File: src/rtl/ulst_pkg.sv
// Shared types, sizes and codes of the unordered list store.
// Depends on nothing; all files but ulst_ram and assert_macros.svh import it.
package ulst_pkg;

	localparam int CAPACITY   = 16;
	localparam int ELEM_WIDTH = 32;
	localparam int IDX_W      = $clog2(CAPACITY);
	localparam int CNT_W      = $clog2(CAPACITY + 1);

	typedef enum logic [1:0] {
		OP_APPEND = 2'd0,
		OP_SEARCH = 2'd1,
		OP_DELETE = 2'd2,
		OP_NONE   = 2'd3
	} op_t;

	typedef enum logic [1:0] {
		ST_OK      = 2'd0,
		ST_MISSING = 2'd1,
		ST_FULL    = 2'd2
	} status_t;

	typedef enum logic [2:0] {
		S_IDLE,
		S_EXEC,
		S_SCAN,
		S_SHIFT,
		S_DONE
	} state_t;

	// Result of one operation as it travels to the output register.
	typedef struct packed {
		status_t          status;
		logic             found;
		logic [CNT_W-1:0] count;
		logic             empty;
	} res_t;

	// Port requests from the sequencer to the entry memory.
	typedef struct packed {
		logic                  we;
		logic [IDX_W-1:0]      waddr;
		logic [ELEM_WIDTH-1:0] wdata;
		logic [IDX_W-1:0]      raddr;
	} ram_req_t;

endpackage

File: src/rtl/ulst_ram.sv
// Generic simple dual-port RAM: one write port, one read port, registered read.
// Depends on nothing.
module ulst_ram #(
	parameter int WIDTH = 32,
	parameter int DEPTH = 16
) (
	input  logic                     clk,
	input  logic                     we,
	input  logic [$clog2(DEPTH)-1:0] waddr,
	input  logic [WIDTH-1:0]         wdata,
	input  logic [$clog2(DEPTH)-1:0] raddr,
	output logic [WIDTH-1:0]         rdata
);

	logic [WIDTH-1:0] mem_q [DEPTH];

	always_ff @(posedge clk) begin
		if (we) begin
			mem_q[waddr] <= wdata;
		end
		rdata <= mem_q[raddr];
	end

endmodule

File: src/rtl/ulst_ctrl.sv
// Sequencer of the list store: walks the entry memory one entry a cycle with
// a single key comparator and moves entries down after a delete. Uses ulst_pkg.
module ulst_ctrl (
	input  logic                          clk,
	input  logic                          arst_n,
	input  logic                          req_valid,
	output logic                          req_stall,
	input  logic [1:0]                    func,
	input  logic [ulst_pkg::ELEM_WIDTH-1:0] key,
	input  logic [ulst_pkg::ELEM_WIDTH-1:0] rdata,
	output ulst_pkg::ram_req_t            ram_req,
	input  logic                          out_free,
	output logic                          done,
	output ulst_pkg::res_t                res
);
	import ulst_pkg::*;

	state_t                state_q, state_d;
	logic [CNT_W-1:0]      cnt_q;
	logic [CNT_W-1:0]      pos_q;
	logic [ELEM_WIDTH-1:0] key_q;
	op_t                   op_q;
	status_t               status_q;
	logic                  found_q;

	logic [CNT_W-1:0] nxt_pos;
	logic [CNT_W-1:0] two_ahead;
	logic             in_range;
	logic             hit;
	logic             full;
	logic             last;
	logic             accept;

	assign accept    = req_valid && !req_stall;
	assign nxt_pos   = CNT_W'(pos_q + 1'b1);
	assign two_ahead = CNT_W'(pos_q + CNT_W'(2));
	assign in_range  = pos_q < cnt_q;
	assign hit       = in_range && (rdata == key_q);
	assign full      = cnt_q == CNT_W'(CAPACITY);
	assign last      = nxt_pos >= cnt_q;

	// Next state.
	always_comb begin
		state_d = state_q;
		case (state_q)
			S_IDLE: begin
				if (accept) begin
					state_d = S_EXEC;
				end
			end
			S_EXEC: begin
				if (op_q == OP_SEARCH || op_q == OP_DELETE) begin
					state_d = S_SCAN;
				end else begin
					state_d = S_DONE;
				end
			end
			S_SCAN: begin
				if (!in_range) begin
					state_d = S_DONE;
				end else if (hit) begin
					state_d = (op_q == OP_DELETE) ? S_SHIFT : S_DONE;
				end
			end
			S_SHIFT: begin
				if (last) begin
					state_d = S_DONE;
				end
			end
			S_DONE: begin
				if (out_free) begin
					state_d = S_IDLE;
				end
			end
			default: state_d = S_IDLE;
		endcase
	end

	// Outputs: memory port requests, handshake and result hand-off.
	always_comb begin
		ram_req   = '0;
		req_stall = 1'b1;
		done      = 1'b0;
		case (state_q)
			S_IDLE: begin
				req_stall = 1'b0;
			end
			S_EXEC: begin
				ram_req.raddr = '0;
				if (op_q == OP_APPEND && !full) begin
					ram_req.we    = 1'b1;
					ram_req.waddr = cnt_q[IDX_W-1:0];
					ram_req.wdata = key_q;
				end
			end
			S_SCAN: begin
				ram_req.raddr = nxt_pos[IDX_W-1:0];
			end
			S_SHIFT: begin
				ram_req.raddr = two_ahead[IDX_W-1:0];
				if (!last) begin
					ram_req.we    = 1'b1;
					ram_req.waddr = pos_q[IDX_W-1:0];
					ram_req.wdata = rdata;
				end
			end
			S_DONE: begin
				done = out_free;
			end
			default: begin
				req_stall = 1'b1;
			end
		endcase
	end

	assign res.status = status_q;
	assign res.found  = found_q;
	assign res.count  = cnt_q;
	assign res.empty  = cnt_q == '0;

	always_ff @(posedge clk or negedge arst_n) begin
		if (!arst_n) begin
			state_q <= S_IDLE;
			cnt_q   <= '0;
		end else begin
			state_q <= state_d;
			if (state_q == S_EXEC && op_q == OP_APPEND && !full) begin
				cnt_q <= CNT_W'(cnt_q + 1'b1);
			end else if (state_q == S_SHIFT && last) begin
				cnt_q <= CNT_W'(cnt_q - 1'b1);
			end
		end
	end

	always_ff @(posedge clk) begin
		case (state_q)
			S_IDLE: begin
				if (accept) begin
					op_q  <= op_t'(func);
					key_q <= key;
				end
			end
			S_EXEC: begin
				pos_q    <= '0;
				found_q  <= 1'b0;
				status_q <= (op_q == OP_APPEND && full) ? ST_FULL : ST_OK;
			end
			S_SCAN: begin
				if (!in_range) begin
					status_q <= ST_MISSING;
				end else if (hit) begin
					found_q <= 1'b1;
				end else begin
					pos_q <= nxt_pos;
				end
			end
			S_SHIFT: begin
				pos_q <= nxt_pos;
			end
			default: begin
				pos_q <= pos_q;
			end
		endcase
	end

endmodule

File: src/rtl/unordered_list_store_core.sv
// Unordered list store: append, search and delete-with-shift over up to CAPACITY keys.
// Sequence: an accepted request enters EXEC; append and the unused code then go to DONE,
// while search and delete scan the entries in order from the head, and a delete that
// matches moves every later entry down one place before DONE; DONE hands the result on.
// One request at a time: req_stall holds until the result enters the output register.
// Reset (arst_n, asynchronous): the store reads as empty and no result is pending.
module unordered_list_store_core (
	input  logic                          clk,
	input  logic                          arst_n,
	input  logic                          req_valid,
	output logic                          req_stall,
	input  logic [1:0]                    func,
	input  logic [31:0]                   elem_value,
	output logic                          res_valid,
	input  logic                          res_stall,
	output logic [1:0]                    status,
	output logic                          found,
	output logic [4:0]                    count,
	output logic                          empty_res
);
	import ulst_pkg::*;

	// The key is the low ELEM_WIDTH bits of the incoming element value.
	logic [ELEM_WIDTH-1:0] key;
	logic [ELEM_WIDTH-1:0] rdata;
	ram_req_t              ram_req;
	res_t                  res;
	res_t                  res_q;
	logic                  res_valid_q;
	logic                  out_free;
	logic                  done;

	assign key = elem_value[ELEM_WIDTH-1:0];

	// The output register is free when it is empty or its beat leaves this cycle,
	// so a finished result never waits behind one that is being taken.
	assign out_free = !res_valid_q || !res_stall;

	// The sequencer owns the fill count and drives the single memory port pair.
	ulst_ctrl u_ctrl (
		.clk      (clk),
		.arst_n   (arst_n),
		.req_valid(req_valid),
		.req_stall(req_stall),
		.func     (func),
		.key      (key),
		.rdata    (rdata),
		.ram_req  (ram_req),
		.out_free (out_free),
		.done     (done),
		.res      (res)
	);

	// Entry memory: one write and one registered read per cycle. Entries past the
	// fill count are never compared, so the memory needs no clearing after reset.
	ulst_ram #(
		.WIDTH(ELEM_WIDTH),
		.DEPTH(CAPACITY)
	) u_ram (
		.clk  (clk),
		.we   (ram_req.we),
		.waddr(ram_req.waddr),
		.wdata(ram_req.wdata),
		.raddr(ram_req.raddr),
		.rdata(rdata)
	);

	// Output register: holds a result beat until the consumer takes it.
	always_ff @(posedge clk or negedge arst_n) begin
		if (!arst_n) begin
			res_valid_q <= 1'b0;
		end else if (done) begin
			res_valid_q <= 1'b1;
		end else if (!res_stall) begin
			res_valid_q <= 1'b0;
		end
	end

	always_ff @(posedge clk) begin
		if (done) begin
			res_q <= res;
		end
	end

	assign res_valid = res_valid_q;
	assign status    = 2'(res_q.status);
	assign found     = res_q.found;
	assign count     = 5'(res_q.count);
	assign empty_res = res_q.empty;

endmodule

File: config.mk
export PLATFORM = sky130hd
export DESIGN_NAME = unordered_list_store_core
export DESIGN_NICKNAME = d
export VERILOG_FILES = /design/src/rtl/ulst_pkg.sv /design/src/rtl/ulst_ram.sv /design/src/rtl/ulst_ctrl.sv /design/src/rtl/unordered_list_store_core.sv
export SDC_FILE = /design/constraint.sdc
export NUM_CORES = 1
export LEC_CHECK = 0
export BUFFER_PORTS_ARGS = -buffer_cell sky130_fd_sc_hd__buf_4
export CAP_MARGIN = 30
export CORE_MARGIN = 8
export CORE_UTILIZATION = 56
export DETAILED_ROUTE_END_ITERATION = 6
export PLACE_DENSITY = 0.82
export SLEW_MARGIN = 20
export SYNTH_ARGS = -nofsm -noshare
export SYNTH_HDL_FRONTEND = slang
export SYNTH_SLANG_ARGS = --single-unit
File: constraint.sdc
create_clock -name clk -period 4.9 [get_ports clk]
set_clock_uncertainty 0.1 [all_clocks]
set_input_delay 0.735 -clock clk [delete_from_list [all_inputs] [get_ports clk]]
set_output_delay 0.735 -clock clk [all_outputs]
set_load 0.01 [all_outputs]
After elaboration in Yosys (flattened, before gate mapping)
Memory sizes are Yosys's and may differ from the RTL's. A register that Yosys moved wholly into a read port is not among the register bits. Index checks and enable logic that the tools add are counted. Widths: inputs -> output; s select.

Bits in writable memories: 512. Input port bits: 38. Bits in registers: 60. Memories: 1. Output and inout port bits: 11. Latch bits: 0. Bits in read-only memories: 0.

Memory list: u_ram.mem_q (depth 16, bits a word 32, rd ports 1, clocked after Yosys merged registers in 1, write ports 1, line ulst_ram.sv:15) `logic [WIDTH-1:0] mem_q [DEPTH];`.

Equality and inequality tests: 17. Order comparisons: 2. Muxes and demuxes: 29. Divide/modulo/power cells: 0. Shifts and indexed selects: 0. Bitwise operators: 0. Add/sub/neg operators: 4. $mul: 0. Reductions and logical operators: 23.

Operators by type and width (number): $mux 37 (2); $pmux 37 s2 (1); $eq 32x32->1 (1); $mux 3 (7); $mux 5 (4); $pmux 3 s5 (1); $pmux 5 s3 (1); $ne 2x1->1 const B (6); $add 5x1->5 const B (2); $mux 1 (8); $pmux 4 s2 (1); $logic_and 1x1->1 (7); $eq 3x2->1 const B (2); $reduce_and 3->1 (2); $eq 5x5->1 const B (1); $ge 5x5->1 (1); $logic_not 5->1 (1); $lt 5x5->1 (1); $sub 5x1->5 const B (1); $add 4x2->4 const B (1); $mux 2 (2); $ne 2x2->1 const B (2); $pmux 2 s2 (1); $reduce_and 2->1 (2); other kinds (13) (17).

Longest topological paths before layout
Word-level depth: 7. Gate-level depth with buffers: 13. Mapped depth without buffers: 11.

Hierarchy
A second synthesis with hierarchy kept.

Cells, all modules: 1107. Area, all modules: 23151.0 um^2.

By module, submodules not included: ulst_ram (times used 1, cells each 838, area each 19835.3 um^2); ulst_ctrl (times used 1, cells each 257, area each 3009.1 um^2); unordered_list_store_core (times used 1, cells each 12, area each 306.5 um^2).

Worst setup path after synthesis
OpenSTA, ideal clock, no wires.

Path type: register to register. Start: reg u_ctrl.pos_q[1]. End: mem u_ram.mem_q[4][0], enable pin. Slack: 81 ps. Data arrival time: 4258 ps. Cell stages (with the launch flop): 10. Data required time: 4339 ps. Cells stage by stage: edfxtp_1 ha_1 ha_1 a21boi_0 o21a_1 o21ai_0 a21o_1 buf_2 a21oi_1 nor3_1.

Cells in the longest elaborated chain, start to end: 6.

RTL lines: start: declaration (line ulst_ctrl.sv:20) `logic [CNT_W-1:0] pos_q;`; start signal: assignment (line ulst_ctrl.sv:154) `pos_q <= nxt_pos;`; start signal: assignment (line ulst_ctrl.sv:158) `pos_q <= nxt_pos;`; start signal: assignment (line ulst_ctrl.sv:161) `pos_q <= pos_q;`; $add 5x1->5 (*) (line ulst_ctrl.sv:35) `assign nxt_pos = CNT_W'(pos_q + 1'b1);`; named net u_ctrl.nxt_pos[1] (line ulst_ctrl.sv:26) `logic [CNT_W-1:0] nxt_pos;`; $ge 5x5->1 (*) (line ulst_ctrl.sv:40) `assign last = nxt_pos >= cnt_q;`; $mux 37 (*) (line ulst_ctrl.sv:101) `if (!last) begin`; $pmux 37 s2 (*) (line ulst_ctrl.sv:84) `case (state_q)`; $mux 1 (line ulst_ram.sv:18) `if (we) begin`; $mux 1 (not written as such) (line ulst_ram.sv:19) `mem_q[waddr] <= wdata;`; end: declaration (line ulst_ram.sv:15).

The timed path passes the listed nets; every way through them passes the cells marked *.

Final worst setup path
Start: reg u_ctrl.pos_q[0]. End: mem u_ram.mem_q[7][29], enable pin.

The elaborated chain is that of the path after synthesis.

==> metrics.cfg <==
[global_route]
top_usage_layer = met2
gr-total-overflow = 0
antenna_found_initial = 0
grt_use_met3_pct = 4.87
grt_pass1_vias = 15357
grt_pass1_wl_mm = 88.9
grt_max_degree = 257
grt_util_met1_pct = 30.0
met2_usage_pct = 36.7
grtUsageTotal_pct = 23.0

[final_layout]
register_area_um2 = 17800
area_growth_syn_to_layout_pct = 13.6
final_nets = 1850
nFillCells = 2831
n_antenna_cell = 0
fin_util_pct = 64.2
drive_above_1_share_pct = 11.7
design_area_um2 = 27500
layout.cells.non_filler = 2427
multi_input_area_um2 = 6000

[clock_network]
insertion_delay_ps = 650
numCtsBuffers = 58
cts_tree = yes
cts_root_buffer = clkbuf_16
cts_setup_buffers = 0
cts_htree_levels = 2
cts_max_path_buffers = 3
clock-sinks = 604
clk_pin_slew_ps = 60

[timing]
hold_violations = 0
clock.fmax_mhz = 227
setup_tns_ps = 0
setup_ws_ps = 491
tightestPinTransition_ps = 973
finalCritPeriodShare_pct = 90.0
fin_crit_ps = 4410
finalSetupViolations = 0
rsz0062_at_grt = no
holdWs_ps = 159
final_max_slew_viol_count = 0
slew_headroom_pct = 34.8

[critical_path]
critPathLaunch = u_ctrl.pos_q[0]
r2r_start = u_ctrl.pos_q[0]
max_stage_delay_ps = 640
cp-start-kind = flip-flop
arrival_ps = 4620
reg2reg_depth = 11
cp_data_required_time_ps = 5110
crit_slowest_cell = nor2_4
cpMostUsedCell = ha_1
cp_cell_sequence = ha_1 -> xnor2_1 -> inv_1 -> ha_1 -> o21a_1 -> o21ai_0 -> a21o_2 -> buf_4 -> a21oi_1 -> nor2_4 -> buf_12
worstSetupPathType = flip-flop to flip-flop
critPathMaxFanout = 35
cp-end-kind = flip-flop

[route]
ant_nets = 0
dr_total_vias = 15747
drc_errors = 13
drt_iter0_drc = 1995
detail_route.first_pass.iterations = 7
routed_wl_mm = 59.1
vias_per_cell = 6.49
wl_per_cell_um = 24.4

[synthesis]
yosys.area_share.adder_pct = 0.960
async_flop_share_pct = 1.49
yosys_warnings = 0
ys_types = 47
muxShareOfSynthArea_pct = 0.0413
post_synth.cell_area_avg_um2 = 13.7
synth_area_um2 = 24200
ys.flop_type = edfxtp_1
synth_xor_area_share_pct = 1.56
synthSimpleGateAreaFrac_pct = 11.7
synthCells = 1767
synth-compound-area-share_pct = 9.78
synth_enable_flop_cells = 563
synth_top_family_by_area = simple AND/OR/NAND/NOR gates
syn_nets = 1823
synth_seq_cells = 604
ys_seq_area_share_pct = 73.3

[floorplanning]
fp.dieH_um = 224
rows = 76
die_width_um = 224
die-area_um2 = 50200
pin_count = 49
start_util_pct = 56.5
fp.coreArea_um2 = 42900

[pwr]
comb_power_share_pct = 21.9
cellPowerDensity_nw_per_um2 = 533
netSwitchingFraction_pct = 30.6
vdd_drop_max_mv = 0.425
p_clk_share_pct = 33.2
seqPwrFrac_pct = 44.9
switching_power_mw = 4.48
p_leak_nw = 9.81
fin_total_pwr_mw = 14.7
p_int_mw = 10.2

[placed_design]
place_congestion = 0.867
placed_area_um2 = 25300
io_buffers = 48
pre_cts_slack_ps = 646
dp_hpwl_mm = 31.0
dp.cells = 2313

[run]
cap_viol_max_count = 0

[run_status]
violations = design-rule violations
outcome = finished, violations left

[min_path]
whs_path_depth = 1
hold_start = elem_value[19]
hp-class = primary input to flip-flop

final cells by class:
class	count	area share (%)
repair buffers	92	3.08
well taps	585	2.66
multi-input cells	1025	21.8
clock inverters	34	2.02
inverters	13	0.177
clock buffers	74	5.71
flip-flops and latches	604	64.6
Yosys cell counts (2+ instances only):
cell type    n  area share (%)
dfrtp_1      9            0.93
nand3_1     97             2.0
and3_1      96             2.5
nor3_1       7            0.14
and2_1       6            0.15
inv_1       13            0.20
o211ai_1    35             1.1
nand4_1      2           0.052
ha_1        17            0.88
dfxtp_1     32             2.6
a211oi_1    97             3.0
nor3b_1      2           0.062
clkbuf_1    51            0.79
nand3b_1     2           0.062
nor4_1       9            0.23
nor2_1      30            0.46
a31oi_1     98             2.5
a22oi_1     32            0.99
xor2_1      34             1.2
a21oi_1     10            0.21
o21ai_0     11            0.23
edfxtp_1   563              70
a32oi_1      2           0.072
o21ai_1      5            0.10
nand2_1    369             5.7
nand2b_1     5            0.13
buf_4        2           0.062
a21o_1       5            0.15
buf_2       66             1.4
nor2b_1      3           0.077
xnor2_1      6            0.22
a22o_1      32             1.2
buf_6        5            0.23
worst paths after layout:
kind,end,slack (ps)
setup / recovery,u_ram.mem_q[7][29],490
hold / removal,u_ctrl.key_q[19],160
setup reg to reg,u_ram.mem_q[7][29],490
hold reg to reg,status[0],340
max in group asynchronous,u_ctrl.cnt_q[2],4150
min in group asynchronous,u_ctrl.state_q[2],400
worst max-delay path: cells and delay by family (launching register included):
kind | cells | cell delay [ps]
buffers and inverters | 3 | 840
AOI/OAI and AO/OA | 4 | 1030
and+or+nand+nor | 1 | 640
DFF | 1 | 590
adders and majority gates | 2 | 610
xor gates and xnor gates | 1 | 270
cell usage in the layout, fill, tap and decap left out, types with 8 or more instances in the layout:
master     netlist  final
clkbuf_16        0     58
nor4_1           9      9
edfxtp_1       563    563
nand2_1        369    367
buf_4            2     78
bufinv_16        0     12
nor2_4           0     16
inv_1           13     13
a211oi_1        97     97
o211ai_1        35     35
o21ai_0         11     11
xor2_1          34     34
clkbuf_1        51     10
dfrtp_1          9      9
dfxtp_1         32     32
clkinv_2         0      8
a22oi_1         32     32
nand3_1         97     97
and3_1          96     95
ha_1            17     17
nor2_1          30     14
a31oi_1         98     98
a22o_1          32     32
a21oi_1         10      8
routing by layer:
layer / up-vias / part of all wire, %
met2: 1103 / 48
met5: - / 0
met1: 7734 / 37
met3: 156 / 12
met4: 0 / 4.0
li1: 6754 / -
kinds of logic (layout without fill, tap and decap cells):
| group | count (synthesis) | after routing |
|---|---|---|
| DFF | 604 | 604 |
| and+or+nand+nor | 631 | 631 |
| adders and majority gates | 18 | 18 |
| muxes | 1 | 1 |
| AOI/OAI and AO/OA | 334 | 334 |
| xor gates and xnor gates | 41 | 41 |
| buffers and inverters | 138 | 213 |
state kept, by name, summed over array words and instances (netlist names), 2 cells and up:
register	cells
u_ctrl.cnt_q	5
u_ram.mem_q	512
status	2
count	5
u_ctrl.status_q	2
u_ctrl.pos_q	5
u_ctrl.key_q	32
u_ctrl.state_q	3
u_ram.rdata	32
u_ctrl.op_q	2
what timing repair did:
item	in CTS	in global routing
resized for setup	0	0
hold buffers	1	0
endpoints found under the hold margin	9	0
power by group through the flow:
stage	sequential [mW]	combinational, mW	clock, mW
global route	6.62	3.45	5.09
CTS	6.57	3.12	4.90
detailed placement	6.67	3.07	0
floorplan	6.55	2.12	0
global placement	6.64	2.94	0
finish	6.58	3.21	4.87
No activity file was read; power rests on OpenSTA's default activity.
